### src/design/sra_pkg.sv
// Shared types and constants for the slot ring allocator.
package sra_pkg;

   localparam int MAX_SLOTS      = 1024;
   localparam int MAX_SLOT_BYTES = 2048;

   localparam int COUNT_W  = 11;   // slot counts, 0..MAX_SLOTS
   localparam int INDEX_W  = 10;   // slot positions, 0..MAX_SLOTS-1
   localparam int BYTES_W  = 12;   // slot size, 0..MAX_SLOT_BYTES
   localparam int LEN_W    = 13;   // request length
   localparam int OFFSET_W = 21;   // byte offset of a slot
   localparam int CSR_W    = 12;   // widest register

   // register indexes
   typedef enum logic {
      CSR_SLOT_COUNT = 1'b0,
      CSR_SLOT_BYTES = 1'b1
   } csr_index_type;

   // response status codes
   typedef enum logic [1:0] {
      ST_OK       = 2'd0,
      ST_NO_SPACE = 2'd1,
      ST_TOO_LONG = 2'd2
   } status_type;

   typedef enum logic {
      OP_STORE   = 1'b0,
      OP_RELEASE = 1'b1
   } opcode_type;

   typedef struct packed {
      opcode_type           opcode;
      logic [LEN_W-1:0]     item_length;
      logic [COUNT_W-1:0]   release_count;
   } req_type;

   typedef struct packed {
      status_type           status;
      logic [INDEX_W-1:0]   slot_index;
      logic [OFFSET_W-1:0]  byte_offset;
      logic [COUNT_W-1:0]   free_after;
      logic [INDEX_W-1:0]   read_position;
   } rsp_type;

endpackage

### src/design/sra_req_if.sv
// Request channel interface of the slot ring allocator.
interface sra_req_if;
   import sra_pkg::*;

   logic    valid;
   logic    ready;
   req_type payload;

   modport source (output valid, output payload, input ready);
   modport sink   (input valid, input payload, output ready);
endinterface

### src/design/sra_rsp_if.sv
// Response channel interface of the slot ring allocator.
interface sra_rsp_if;
   import sra_pkg::*;

   logic    valid;
   logic    ready;
   rsp_type payload;

   modport source (output valid, output payload, input ready);
   modport sink   (input valid, input payload, output ready);
endinterface

### src/design/slot_ring_allocator_core.sv
// Slot ring allocator: free count and ring pointers for fixed-size slots.
//
// Usage:
//   req_chan  - one request per valid/ready handshake: store (asks for one slot
//               for item_length bytes) or release (frees release_count slots).
//   rsp_chan  - exactly one response per request, in request order: status,
//               slot index and byte offset of a stored item, free count and
//               read slot after the request.
//   csr_*     - write-only registers: slot_count (index 0, also restarts the
//               ring) and slot_bytes (index 1). Write only while idle.
// Latency: the response is valid the cycle after the request is accepted.
// Throughput: one request per cycle while responses are taken; ring state is updated at acceptance, so
//   back-to-back requests see each other's effect with no bubble.
// The response register is the only stage: while the receiver stalls it holds
//   its response and req_chan.ready stays low until it is taken.
// Reset: slot_count 1024, slot_bytes 2048, all slots free, pointers at 0,
//   no response pending.
module slot_ring_allocator_core (
   input  logic                    clock,
   input  logic                    reset,
   sra_req_if.sink                 req_chan,
   sra_rsp_if.source               rsp_chan,
   input  logic                    csr_we,
   input  sra_pkg::csr_index_type  csr_index,
   input  logic [sra_pkg::CSR_W-1:0] csr_wdata
);
   import sra_pkg::*;

   // configuration
   logic [COUNT_W-1:0]  slot_count_ff, slot_count_in;
   logic [BYTES_W-1:0]  slot_bytes_ff, slot_bytes_in;

   // ring state
   logic [COUNT_W-1:0]  free_ff, free_in;
   logic [INDEX_W-1:0]  write_slot_ff, write_slot_in;
   logic [INDEX_W-1:0]  read_slot_ff, read_slot_in;

   // response stage
   logic                rsp_valid_ff, rsp_valid_in;
   rsp_type             rsp_data_ff, rsp_data_in;

   logic                accept;
   logic [COUNT_W-1:0]  cfg_count;
   logic [BYTES_W-1:0]  cfg_bytes;

   logic [COUNT_W-1:0]  rel_cnt;
   logic [COUNT_W:0]    free_sum;
   logic [COUNT_W-1:0]  free_rel;
   logic [COUNT_W:0]    read_sum;
   logic [COUNT_W:0]    read_wrap;
   logic [COUNT_W-1:0]  write_inc;
   logic [INDEX_W-1:0]  write_next;
   logic [INDEX_W+BYTES_W-1:0] offset_full;
   logic                too_long;

   assign accept         = req_chan.valid && req_chan.ready;
   assign req_chan.ready = !rsp_valid_ff || rsp_chan.ready;
   assign rsp_chan.valid = rsp_valid_ff;
   assign rsp_chan.payload = rsp_data_ff;

   // register write clamping: zero count reads as one, both saturate at max
   always_comb begin
      cfg_count = csr_wdata[COUNT_W-1:0];
      if (cfg_count == '0) begin
         cfg_count = COUNT_W'(1);
      end else if (cfg_count > COUNT_W'(MAX_SLOTS)) begin
         cfg_count = COUNT_W'(MAX_SLOTS);
      end
      cfg_bytes = csr_wdata[BYTES_W-1:0];
      if (cfg_bytes > BYTES_W'(MAX_SLOT_BYTES)) begin
         cfg_bytes = BYTES_W'(MAX_SLOT_BYTES);
      end
   end

   // release path: clamp, saturate free count, wrap read slot with one subtract
   always_comb begin
      rel_cnt   = (req_chan.payload.release_count > slot_count_ff) ?
                  slot_count_ff : req_chan.payload.release_count;
      free_sum  = {1'b0, free_ff} + {1'b0, rel_cnt};
      free_rel  = (free_sum > {1'b0, slot_count_ff}) ?
                  slot_count_ff : free_sum[COUNT_W-1:0];
      read_sum  = {2'b00, read_slot_ff} + {1'b0, rel_cnt};
      read_wrap = (read_sum >= {1'b0, slot_count_ff}) ?
                  (read_sum - {1'b0, slot_count_ff}) : read_sum;
   end

   // store path
   always_comb begin
      write_inc   = {1'b0, write_slot_ff} + COUNT_W'(1);
      write_next  = (write_inc >= slot_count_ff) ? '0 : write_inc[INDEX_W-1:0];
      offset_full = write_slot_ff * slot_bytes_ff;
      too_long    = req_chan.payload.item_length > {1'b0, slot_bytes_ff};
   end

   always_comb begin
      slot_count_in = slot_count_ff;
      slot_bytes_in = slot_bytes_ff;
      free_in       = free_ff;
      write_slot_in = write_slot_ff;
      read_slot_in  = read_slot_ff;
      rsp_data_in   = rsp_data_ff;
      rsp_valid_in  = rsp_valid_ff && !rsp_chan.ready;

      if (accept) begin
         rsp_valid_in            = 1'b1;
         rsp_data_in.status      = ST_OK;
         rsp_data_in.slot_index  = '0;
         rsp_data_in.byte_offset = '0;
         unique case (req_chan.payload.opcode)
            OP_STORE: begin
               priority if (free_ff == '0) begin
                  rsp_data_in.status = ST_NO_SPACE;
               end else if (too_long) begin
                  rsp_data_in.status = ST_TOO_LONG;
               end else begin
                  rsp_data_in.slot_index  = write_slot_ff;
                  rsp_data_in.byte_offset = offset_full[OFFSET_W-1:0];
                  free_in       = free_ff - COUNT_W'(1);
                  write_slot_in = write_next;
               end
            end
            OP_RELEASE: begin
               free_in      = free_rel;
               read_slot_in = read_wrap[INDEX_W-1:0];
            end
            default: begin
               rsp_data_in.status = ST_OK;
            end
         endcase
         rsp_data_in.free_after    = free_in;
         rsp_data_in.read_position = read_slot_in;
      end

      // register writes are to be made only while idle; the block itself does not enforce it
      if (csr_we) begin
         unique case (csr_index)
            CSR_SLOT_COUNT: begin
               slot_count_in = cfg_count;
               free_in       = cfg_count;
               write_slot_in = '0;
               read_slot_in  = '0;
            end
            CSR_SLOT_BYTES: begin
               slot_bytes_in = cfg_bytes;
            end
            default: begin
               slot_bytes_in = slot_bytes_ff;
            end
         endcase
      end
   end

   always_ff @(posedge clock) begin
      if (reset) begin
         slot_count_ff <= COUNT_W'(MAX_SLOTS);
         slot_bytes_ff <= BYTES_W'(MAX_SLOT_BYTES);
         free_ff       <= COUNT_W'(MAX_SLOTS);
         write_slot_ff <= '0;
         read_slot_ff  <= '0;
         rsp_valid_ff  <= 1'b0;
      end else begin
         slot_count_ff <= slot_count_in;
         slot_bytes_ff <= slot_bytes_in;
         free_ff       <= free_in;
         write_slot_ff <= write_slot_in;
         read_slot_ff  <= read_slot_in;
         rsp_valid_ff  <= rsp_valid_in;
      end
   end

   always_ff @(posedge clock) begin
      rsp_data_ff <= rsp_data_in;
   end

endmodule

### src/flat_wrapper.sv
// flat-port wrapper written by rule: the top's interface ports become plain ports
module slot_ring_allocator_core_flat import sra_pkg::*;
  (clock, reset, csr_we, csr_index, csr_wdata, req_chan_valid, req_chan_payload, req_chan_ready, rsp_chan_valid, rsp_chan_payload, rsp_chan_ready);
  sra_req_if req_chan_i ();
  sra_rsp_if rsp_chan_i ();
  input  logic clock;
  input  logic reset;
  input  logic csr_we;
  input  sra_pkg::csr_index_type csr_index;
  input  logic [sra_pkg::CSR_W-1:0] csr_wdata;
  input wire logic [$bits(req_chan_i.valid)-1:0] req_chan_valid;
  input wire logic [$bits(req_chan_i.payload)-1:0] req_chan_payload;
  output wire logic [$bits(req_chan_i.ready)-1:0] req_chan_ready;
  output wire logic [$bits(rsp_chan_i.valid)-1:0] rsp_chan_valid;
  output wire logic [$bits(rsp_chan_i.payload)-1:0] rsp_chan_payload;
  input wire logic [$bits(rsp_chan_i.ready)-1:0] rsp_chan_ready;
  assign req_chan_i.valid = req_chan_valid;
  assign req_chan_i.payload = req_chan_payload;
  assign req_chan_ready = req_chan_i.ready;
  assign rsp_chan_valid = rsp_chan_i.valid;
  assign rsp_chan_payload = rsp_chan_i.payload;
  assign rsp_chan_i.ready = rsp_chan_ready;
  slot_ring_allocator_core u_core (.clock(clock), .reset(reset), .req_chan(req_chan_i), .rsp_chan(rsp_chan_i), .csr_we(csr_we), .csr_index(csr_index), .csr_wdata(csr_wdata));
endmodule
### config.mk
export PLATFORM = sky130hd
export DESIGN_NAME = slot_ring_allocator_core_flat
export DESIGN_NICKNAME = d
export VERILOG_FILES = /design/src/design/sra_pkg.sv /design/src/design/sra_req_if.sv /design/src/design/sra_rsp_if.sv /design/src/design/slot_ring_allocator_core.sv /design/src/flat_wrapper.sv
export SDC_FILE = /design/constraint.sdc
export NUM_CORES = 1
export LEC_CHECK = 0
export BUFFER_PORTS_ARGS = -buffer_cell sky130_fd_sc_hd__clkbuf_2
export CAP_MARGIN = 20
export CORE_MARGIN = 2
export CORE_UTILIZATION = 56
export CTS_CLUSTER_DIAMETER = 200
export DETAILED_ROUTE_END_ITERATION = 8
export GPL_ROUTABILITY_DRIVEN = 0
export PLACE_DENSITY = 0.81
export SETUP_SLACK_MARGIN = 0.15
export SYNTH_ARGS = -nofsm -noshare
export SYNTH_HDL_FRONTEND = slang
export SYNTH_SLANG_ARGS = --single-unit
### constraint.sdc
create_clock -name clock -period 7 [get_ports clock]
set_input_delay 1.4 -clock clock [delete_from_list [all_inputs] [get_ports clock]]
set_output_delay 1.4 -clock clock [all_outputs]
set_load 0.05 [all_outputs]
==> impl_metrics.json, run 1 <==
{
  "rsz0062_at_grt": "no",
  "cts.path.max_buffers": 2,
  "power_density_over_the_cells_nw_per_um2": 175,
  "num_cts_buffers": 9,
  "max_capacitance_violation_count": 0,
  "groute.usage.overall": 0.271,
  "clock_tree_from_tritoncts": "done",
  "crit_required_ns": 7.28,
  "synth-warning-count": 0,
  "p_leak_uw": 0.00558,
  "post_drt_via_cell_ratio": 6.05,
  "yosys.cell_count.top_type": "sky130_fd_sc_hd__inv_1",
  "most_common_library_cells_after_synthesis": "sky130_fd_sc_hd__inv_1 (138), sky130_fd_sc_hd__ha_1 (134), sky130_fd_sc_hd__nand2_1 (133), sky130_fd_sc_hd__fa_1 (80), sky130_fd_sc_hd__nor2_1 (69)",
  "worst_clock_skew_ns": 0.0124,
  "num_rows": 51,
  "worst_max_slew_margin_expressed_relative_to_the_limit": 0.365,
  "die_w_um": 145,
  "run_status": "finished clean",
  "ys_types": 64,
  "layout.nets": 1577,
  "detail_route.iter0.violations": 920,
  "cts_root_buf": "sky130_fd_sc_hd__clkbuf_16",
  "netlist.top_cell.by_area": "sky130_fd_sc_hd__ha_1",
  "ys.flop_type": "sky130_fd_sc_hd__dfxtp_1",
  "via_count": 9623,
  "layout.cell_area.non_filler_um2": 12200,
  "routed_wire_length_per_instance_um": 17.9,
  "async_set_or_reset_register_ratio_after_synthesis": 0,
  "critPathKind": "in2reg",
  "finalSetupTns_ns": 0,
  "slowest_delay_ns": 0.44,
  "worst_hold_path_type": "reg2reg",
  "ctsHtreeMaxLevel": 3,
  "clock_insertion_delay_worst_skew_ns": 0.37,
  "design.portCount": 99,
  "fmax_mhz": 157,
  "coreArea_um2": 19500,
  "crit_path_max_fanout": 13,
  "finalSetupViolations": 0,
  "grt_start_max_net_pins": 62,
  "numClockSinks": 109,
  "final_max_slew_viol_count": 0,
  "timing.critical_path.arrival_ns": 6.67,
  "postCtsSetupBuffers": 0,
  "antenna_violating_nets_post_route": 0,
  "syn-instance-count": 1259,
  "die_height_um": 145,
  "post_cts.resized_instances": 0,
  "area_added_between_synthesis_and_finish_pct": 8.90,
  "path_clk_slew_ns": 0.08,
  "timing_hold_violations_final": 0,
  "die_area_um2": 21100,
  "first_global_vias": 9438,
  "initial_core_util": 0.573,
  "timing.final.crit_period_ns": 6.38,
  "detail_route.wirelength_mm": 28.4,
  "nFillCells": 1641,
  "synthTopCellsByArea": "sky130_fd_sc_hd__ha_1 (15%), sky130_fd_sc_hd__edfxtp_1 (14%), sky130_fd_sc_hd__fa_1 (14%)",
  "grt_overflow_total": 0,
  "startpoint_type_of_the_worst_setup_path": "input port",
  "worst_slew_pin_slew_ns": 0.945,
  "synth.yosys.seq_area_share": 0.243,
  "synth_enable_flop_cells": 54,
  "crit_path_cell_trace": "clkbuf_2 > ha_1 > and3_1 > a221o_1 > o22a_1 > buf_4 > mux2_2 > inv_1 > fa_1 > nor2b_1 > o2111ai_1 > o211ai_1 > a31oi_1 > o21bai_1 > xor2_1 > ha_1 > a2111oi_0 > o21ai_0 > o21ai_0 > or3b_1 > buf_4 > mux2_2 > o221ai_1 > o31ai_1",
  "post_route_cells_drive_above_1_share": 0.113,
  "place_area_um2": 11900,
  "drt_pass1_iterations": 6,
  "dpl.hpwl_mm": 21.9,
  "fin_crit_sh": 0.912,
  "crit_path_end_kind": "flip-flop",
  "power_uw": 2130,
  "synth_largest_type_area_fraction": 0.150,
  "grt_antenna_before_repair": 0,
  "synthesized_area_um2": 11200,
  "grt_pass1_wl_mm": 46.2,
  "drc": 0,
  "buffer_ports.inserted": 98,
  "syn_avg_cell_area_um2": 8.88,
  "irDropWorstVdd_mv": 0.141,
  "antenna_cells": 0,
  "postSynthNetCount": 1516,
  "post_cts_hold_buffer_count": 0,
  "postSynthRegisterBits": 109,
  "critPathSlowestCell": "sky130_fd_sc_hd__fa_1"
}
## placed cells by master (no fill, tap or decap), types with 8 or more instances in the layout
cell type / netlist / final
sky130_fd_sc_hd__a21o_1: 17 / 17
sky130_fd_sc_hd__nand2_1: 133 / 133
sky130_fd_sc_hd__nor3_1: 26 / 26
sky130_fd_sc_hd__mux2_2: 10 / 10
sky130_fd_sc_hd__clkbuf_16: 0 / 9
sky130_fd_sc_hd__clkbuf_2: 0 / 98
sky130_fd_sc_hd__or4_1: 8 / 8
sky130_fd_sc_hd__and2_1: 62 / 62
sky130_fd_sc_hd__o21bai_1: 8 / 8
sky130_fd_sc_hd__o21a_1: 14 / 14
sky130_fd_sc_hd__a22oi_1: 10 / 10
sky130_fd_sc_hd__xor2_1: 18 / 18
sky130_fd_sc_hd__nor2_1: 69 / 69
sky130_fd_sc_hd__a21oi_1: 59 / 59
sky130_fd_sc_hd__or3_1: 8 / 8
sky130_fd_sc_hd__and3_1: 15 / 15
sky130_fd_sc_hd__dfxtp_1: 55 / 55
sky130_fd_sc_hd__nor2b_1: 9 / 9
sky130_fd_sc_hd__o21ai_0: 51 / 50
sky130_fd_sc_hd__ha_1: 134 / 134
sky130_fd_sc_hd__buf_4: 0 / 10
sky130_fd_sc_hd__a211oi_1: 16 / 14
sky130_fd_sc_hd__inv_1: 138 / 138
sky130_fd_sc_hd__mux2i_1: 10 / 10
sky130_fd_sc_hd__nand3_1: 37 / 37
sky130_fd_sc_hd__fa_1: 80 / 80
sky130_fd_sc_hd__xnor2_1: 44 / 44
sky130_fd_sc_hd__o221ai_1: 13 / 13
sky130_fd_sc_hd__nand2b_1: 8 / 8
sky130_fd_sc_hd__edfxtp_1: 54 / 54
## through the flow
step | std cells | utilization | hold WS, ns | setup slack, ns
3_3_place_gp | 1574 | 0.608 | 0.513 | 0.335
6_report | 1590 | 0.624 | 0.531 | 0.615
3_5_place_dp | 1574 | 0.608 | 0.519 | 0.210
2_1_floorplan | 1259 | - | 0.456 | 0.372
4_1_cts | 1590 | 0.624 | 0.536 | 0.594
5_1_grt | 1590 | 0.624 | 0.554 | 0.211
## report_power, final
group          switching (uW)  internal [uW]  total (uW)
registers                44.5            729         774
logic                     527            292         819
clock network             281            259         540
## flip-flops by register name, summed over array words and instances, names as in the netlist
| name | cells |
|---|---|
| u_core.rsp_chan.payload | 54 |
| u_core.slot_bytes_ff | 12 |
| u_core.free_ff | 11 |
| u_core.slot_count_ff | 11 |
| u_core.read_slot_ff | 10 |
| u_core.write_slot_ff | 10 |
| u_core.rsp_chan.valid | 1 |
## area by class of cell
cell class	instances	area, um^2	share of cell area
clock buffers	9	225	0.0185
multi-input cells	952	7720	0.634
repair buffers	108	566	0.0464
clock inverters	7	86.3	0.00709
inverters	140	526	0.0431
flip-flops and latches	109	2720	0.224
well taps	265	332	0.0272
## kinds of logic after synthesis
group,Yosys count,synth area share
fa+ha+maj,214,0.293
mux,20,0.0190
buf+inv,198,0.0686
simple gates,410,0.183
flops,109,0.243
xor+xnor,62,0.0486
compound gates,246,0.145
## final timing paths
path                                               from  cells past startpoint                               end  slack [ns]
setup / recovery                   req_chan_payload[10]                     24      u_core.free_ff[4]$_SDFF_PP0_        0.62
hold / removal         u_core.rsp_chan.valid$_SDFF_PP0_                      2  u_core.rsp_chan.valid$_SDFF_PP0_        0.53
setup reg to reg  u_core.slot_count_ff[10]$_SDFFE_PP1P_                     24      u_core.free_ff[4]$_SDFF_PP0_        1.00
hold reg to reg        u_core.rsp_chan.valid$_SDFF_PP0_                      2  u_core.rsp_chan.valid$_SDFF_PP0_        0.53
## per-layer routing
layer,global-route usage,up-vias,share of wire
met4,0.119,0,0.041
met3,0.0487,93,0.096
li1,-,4476,-
met2,0.431,485,0.45
met1,0.363,4569,0.41
met5,0,-,0
## worst max-delay path, delay by kind of cell
family	cells	cell delay, ns
buffers and inverters	4	0.59
AOI/OAI and AO/OA	11	2.13
muxes	2	0.52
adders and majority gates	3	1.04
xor gates and xnor gates	1	0.20
and+or+nand+nor	3	0.80
No activity file was read; power rests on OpenSTA's default activity.
==> run 2: changes to the inputs <==
--- a/config.mk
+++ b/config.mk
@@ -5,15 +5,16 @@
 export SDC_FILE = /design/constraint.sdc
 export NUM_CORES = 1
 export LEC_CHECK = 0
+export ABC_AREA = 1
 export BUFFER_PORTS_ARGS = -buffer_cell sky130_fd_sc_hd__clkbuf_2
-export CAP_MARGIN = 20
 export CORE_MARGIN = 2
 export CORE_UTILIZATION = 56
 export CTS_CLUSTER_DIAMETER = 200
 export DETAILED_ROUTE_END_ITERATION = 8
 export GPL_ROUTABILITY_DRIVEN = 0
-export PLACE_DENSITY = 0.81
+export PLACE_DENSITY = 0.8
 export SETUP_SLACK_MARGIN = 0.15
+export SKIP_CTS_REPAIR_TIMING = 1
 export SYNTH_ARGS = -nofsm -noshare
 export SYNTH_HDL_FRONTEND = slang
 export SYNTH_SLANG_ARGS = --single-unit
==> impl_metrics.json, run 2 <==
{
  "num_cts_buffers": 9,
  "p_leak_uw": 0.00690,
  "fmax_mhz": 167,
  "finalSetupViolations": 0,
  "most_common_library_cells_after_synthesis": "sky130_fd_sc_hd__nand2_1 (370), sky130_fd_sc_hd__inv_1 (295), sky130_fd_sc_hd__ha_1 (134), sky130_fd_sc_hd__nor2_1 (106)",
  "initial_core_util": 0.574,
  "cts_root_buf": "sky130_fd_sc_hd__clkbuf_16",
  "run_status": "finished clean",
  "dpl.hpwl_mm": 23.7,
  "syn_avg_cell_area_um2": 7.45,
  "cpMostUsedCell": "sky130_fd_sc_hd__nand2_1",
  "m1WireLength_mm": 12.1,
  "grt_antenna_before_repair": 0,
  "die_w_um": 149,
  "met2_wirelength_mm": 14.8,
  "final_cell_mix": "sky130_fd_sc_hd__nand2_1 (370), sky130_fd_sc_hd__inv_1 (294), sky130_fd_sc_hd__ha_1 (134), sky130_fd_sc_hd__nor2_1 (106), sky130_fd_sc_hd__clkbuf_2 (98)",
  "area_added_between_synthesis_and_finish_pct": 7.69,
  "synth_enable_flop_cells": 54,
  "post_route_cells_drive_above_1_share": 0.0977,
  "design.portCount": 99,
  "grt_pass1_wl_mm": 50.2,
  "ys_types": 45,
  "critical_path.top_delay_family": "simple AND/OR/NAND/NOR gates",
  "synthesized_area_um2": 11700,
  "synth.yosys.seq_area_share": 0.232,
  "netlist.top_cell.by_area": "sky130_fd_sc_hd__ha_1",
  "switching_share": 0.428,
  "detail_route.iter0.violations": 778,
  "p_switching_uw": 1010,
  "comb_power_share": 0.427,
  "startpoint_type_of_the_worst_setup_path": "input port",
  "cts.path.max_buffers": 2,
  "path_clk_slew_ns": 0.08,
  "length_in_cells_of_the_worst_reg_to_reg_path": 30,
  "final_max_slew_viol_count": 0,
  "critical_path_cell_count": 30,
  "clock_insertion_delay_worst_skew_ns": 0.37,
  "ys.flop_type": "sky130_fd_sc_hd__dfxtp_1",
  "wl_met3_mm": 2.02,
  "grt_overflow_total": 0,
  "mostFrequentLayoutCell": "sky130_fd_sc_hd__nand2_1",
  "first_global_vias": 10500,
  "postSynthNetCount": 1833,
  "irDropWorstVdd_mv": 0.128,
  "rsz0062_at_grt": "no",
  "worst_slew_pin_slew_ns": 1.01,
  "worst_hold_path_type": "reg2reg",
  "buffer_ports.inserted": 98,
  "worst_clock_skew_ns": 0.0137,
  "seq_power_share": 0.342,
  "portion_of_total_power_attributed_to_the_clock_network": 0.232,
  "grt_start_max_net_pins": 49,
  "timing.final.crit_period_ns": 5.98,
  "syn-instance-count": 1576,
  "clock_tree_from_tritoncts": "done",
  "drt_pass1_iterations": 5,
  "layout.nets": 1890,
  "fin_crit_sh": 0.855,
  "synthTopCellsByArea": "sky130_fd_sc_hd__ha_1 (14%), sky130_fd_sc_hd__edfxtp_1 (14%), sky130_fd_sc_hd__fa_1 (14%)",
  "timing_hold_violations_final": 0,
  "postSynthRegisterBits": 109,
  "internal_power_component_uw": 1340,
  "highest-signal-layer": "met4",
  "timing.critical_path.arrival_ns": 6.30,
  "crit_required_ns": 7.32,
  "routed_wire_length_per_instance_um": 15.9,
  "synth-warning-count": 0,
  "num_rows": 52,
  "antenna_cells": 0,
  "worst_hold_path.num_cells": 2,
  "worst_max_slew_margin_expressed_relative_to_the_limit": 0.327,
  "worstPathBufferInverterCount": 6,
  "critPathSlowestCell": "sky130_fd_sc_hd__fa_1",
  "slowest_delay_ns": 0.43,
  "crit_path_max_fanout": 20,
  "crit_path_end_kind": "flip-flop",
  "die_height_um": 149,
  "groute.usage.overall": 0.284,
  "critPathKind": "in2reg",
  "finalSetupTns_ns": 0,
  "max_capacitance_violation_count": 0,
  "power_uw": 2350,
  "flip_flop_count_of_the_largest_register_all_copies_and_words_added": 54,
  "numClockSinks": 109,
  "detail_route.wirelength_mm": 30.3,
  "drc": 0,
  "yosys.cell_count.top_type": "sky130_fd_sc_hd__nand2_1",
  "post_drt_via_cell_ratio": 5.60,
  "antenna_violating_nets_post_route": 0,
  "synth_largest_type_area_fraction": 0.143,
  "ctsHtreeMaxLevel": 3,
  "die_area_um2": 22100,
  "power_density_over_the_cells_nw_per_um2": 186,
  "async_set_or_reset_register_ratio_after_synthesis": 0,
  "coreArea_um2": 20400,
  "via_count": 10700
}
[run 2: layer usage]
layer | up-vias | GRT usage
li1 | 5148 | -
met1 | 4975 | 0.343
met2 | 451 | 0.498
met3 | 109 | 0.0443
met4 | 0 | 0.135
met5 | - | 0
[run 2: path summary, 6_finish.rpt]
| check | to | slack, ns | startpoint |
|---|---|---|---|
| max | u_core.read_slot_ff[6]$_SDFF_PP0_ | 1.02 | req_chan_payload[10] |
| min reg2reg | u_core.rsp_chan.valid$_SDFF_PP0_ | 0.53 | u_core.rsp_chan.valid$_SDFF_PP0_ |
| max reg2reg | u_core.read_slot_ff[6]$_SDFF_PP0_ | 1.54 | u_core.slot_count_ff[8]$_SDFFE_PP0P_ |
| min | u_core.rsp_chan.valid$_SDFF_PP0_ | 0.53 | u_core.rsp_chan.valid$_SDFF_PP0_ |
[run 2: power groups by stage]
stage | Clock [uW] | Combinational [uW] | Sequential [uW]
3_5_place_dp | 0 | 987 | 815
4_1_cts | 546 | 992 | 801
2_1_floorplan | 0 | 678 | 902
3_3_place_gp | 0 | 965 | 815
5_1_grt | 568 | 1120 | 808
6_report | 544 | 1000 | 803
[run 2: cell families after synthesis]
| group | Yosys count | synth area share |
|---|---|---|
| AND/OR/NAND/NOR | 649 | 0.237 |
| buffers and inverters | 361 | 0.120 |
| adder cells (fa/ha/maj) | 214 | 0.279 |
| AO/OA/AOI/OAI | 205 | 0.102 |
| flip-flops | 109 | 0.232 |
| XOR/XNOR | 38 | 0.0284 |
[run 2: worst min-delay path, delay by kind of cell (launching register included)]
family	cells	cell delay [ns]
DFF	1	0.32
and+or+nand+nor	1	0.10
AOI/OAI and AO/OA	1	0.07
[run 2: stage by stage]
step	hold WS [ns]	cells	setup WS [ns]	cell area, um^2	util
floorplan	0.450	1576	1.69	11700	-
global placement	0.498	1892	0.875	12300	0.604
detailed placement	0.522	1892	0.719	12300	0.604
CTS	0.534	1908	1.11	12600	0.619
global route	0.565	1908	0.576	12600	0.619
finish	0.530	1908	1.02	12600	0.619
[run 2: layout make-up]
type                            instances  area [um^2]
Timing Repair Buffer                  103          528
Clock buffer                           10          229
Tap cell                              270          338
Fill cell                            1816         7790
Sequential cell                       109         2720
Clock inverter                          6         71.3
Inverter                              304         1140
Multi-Input combinational cell       1106         7610
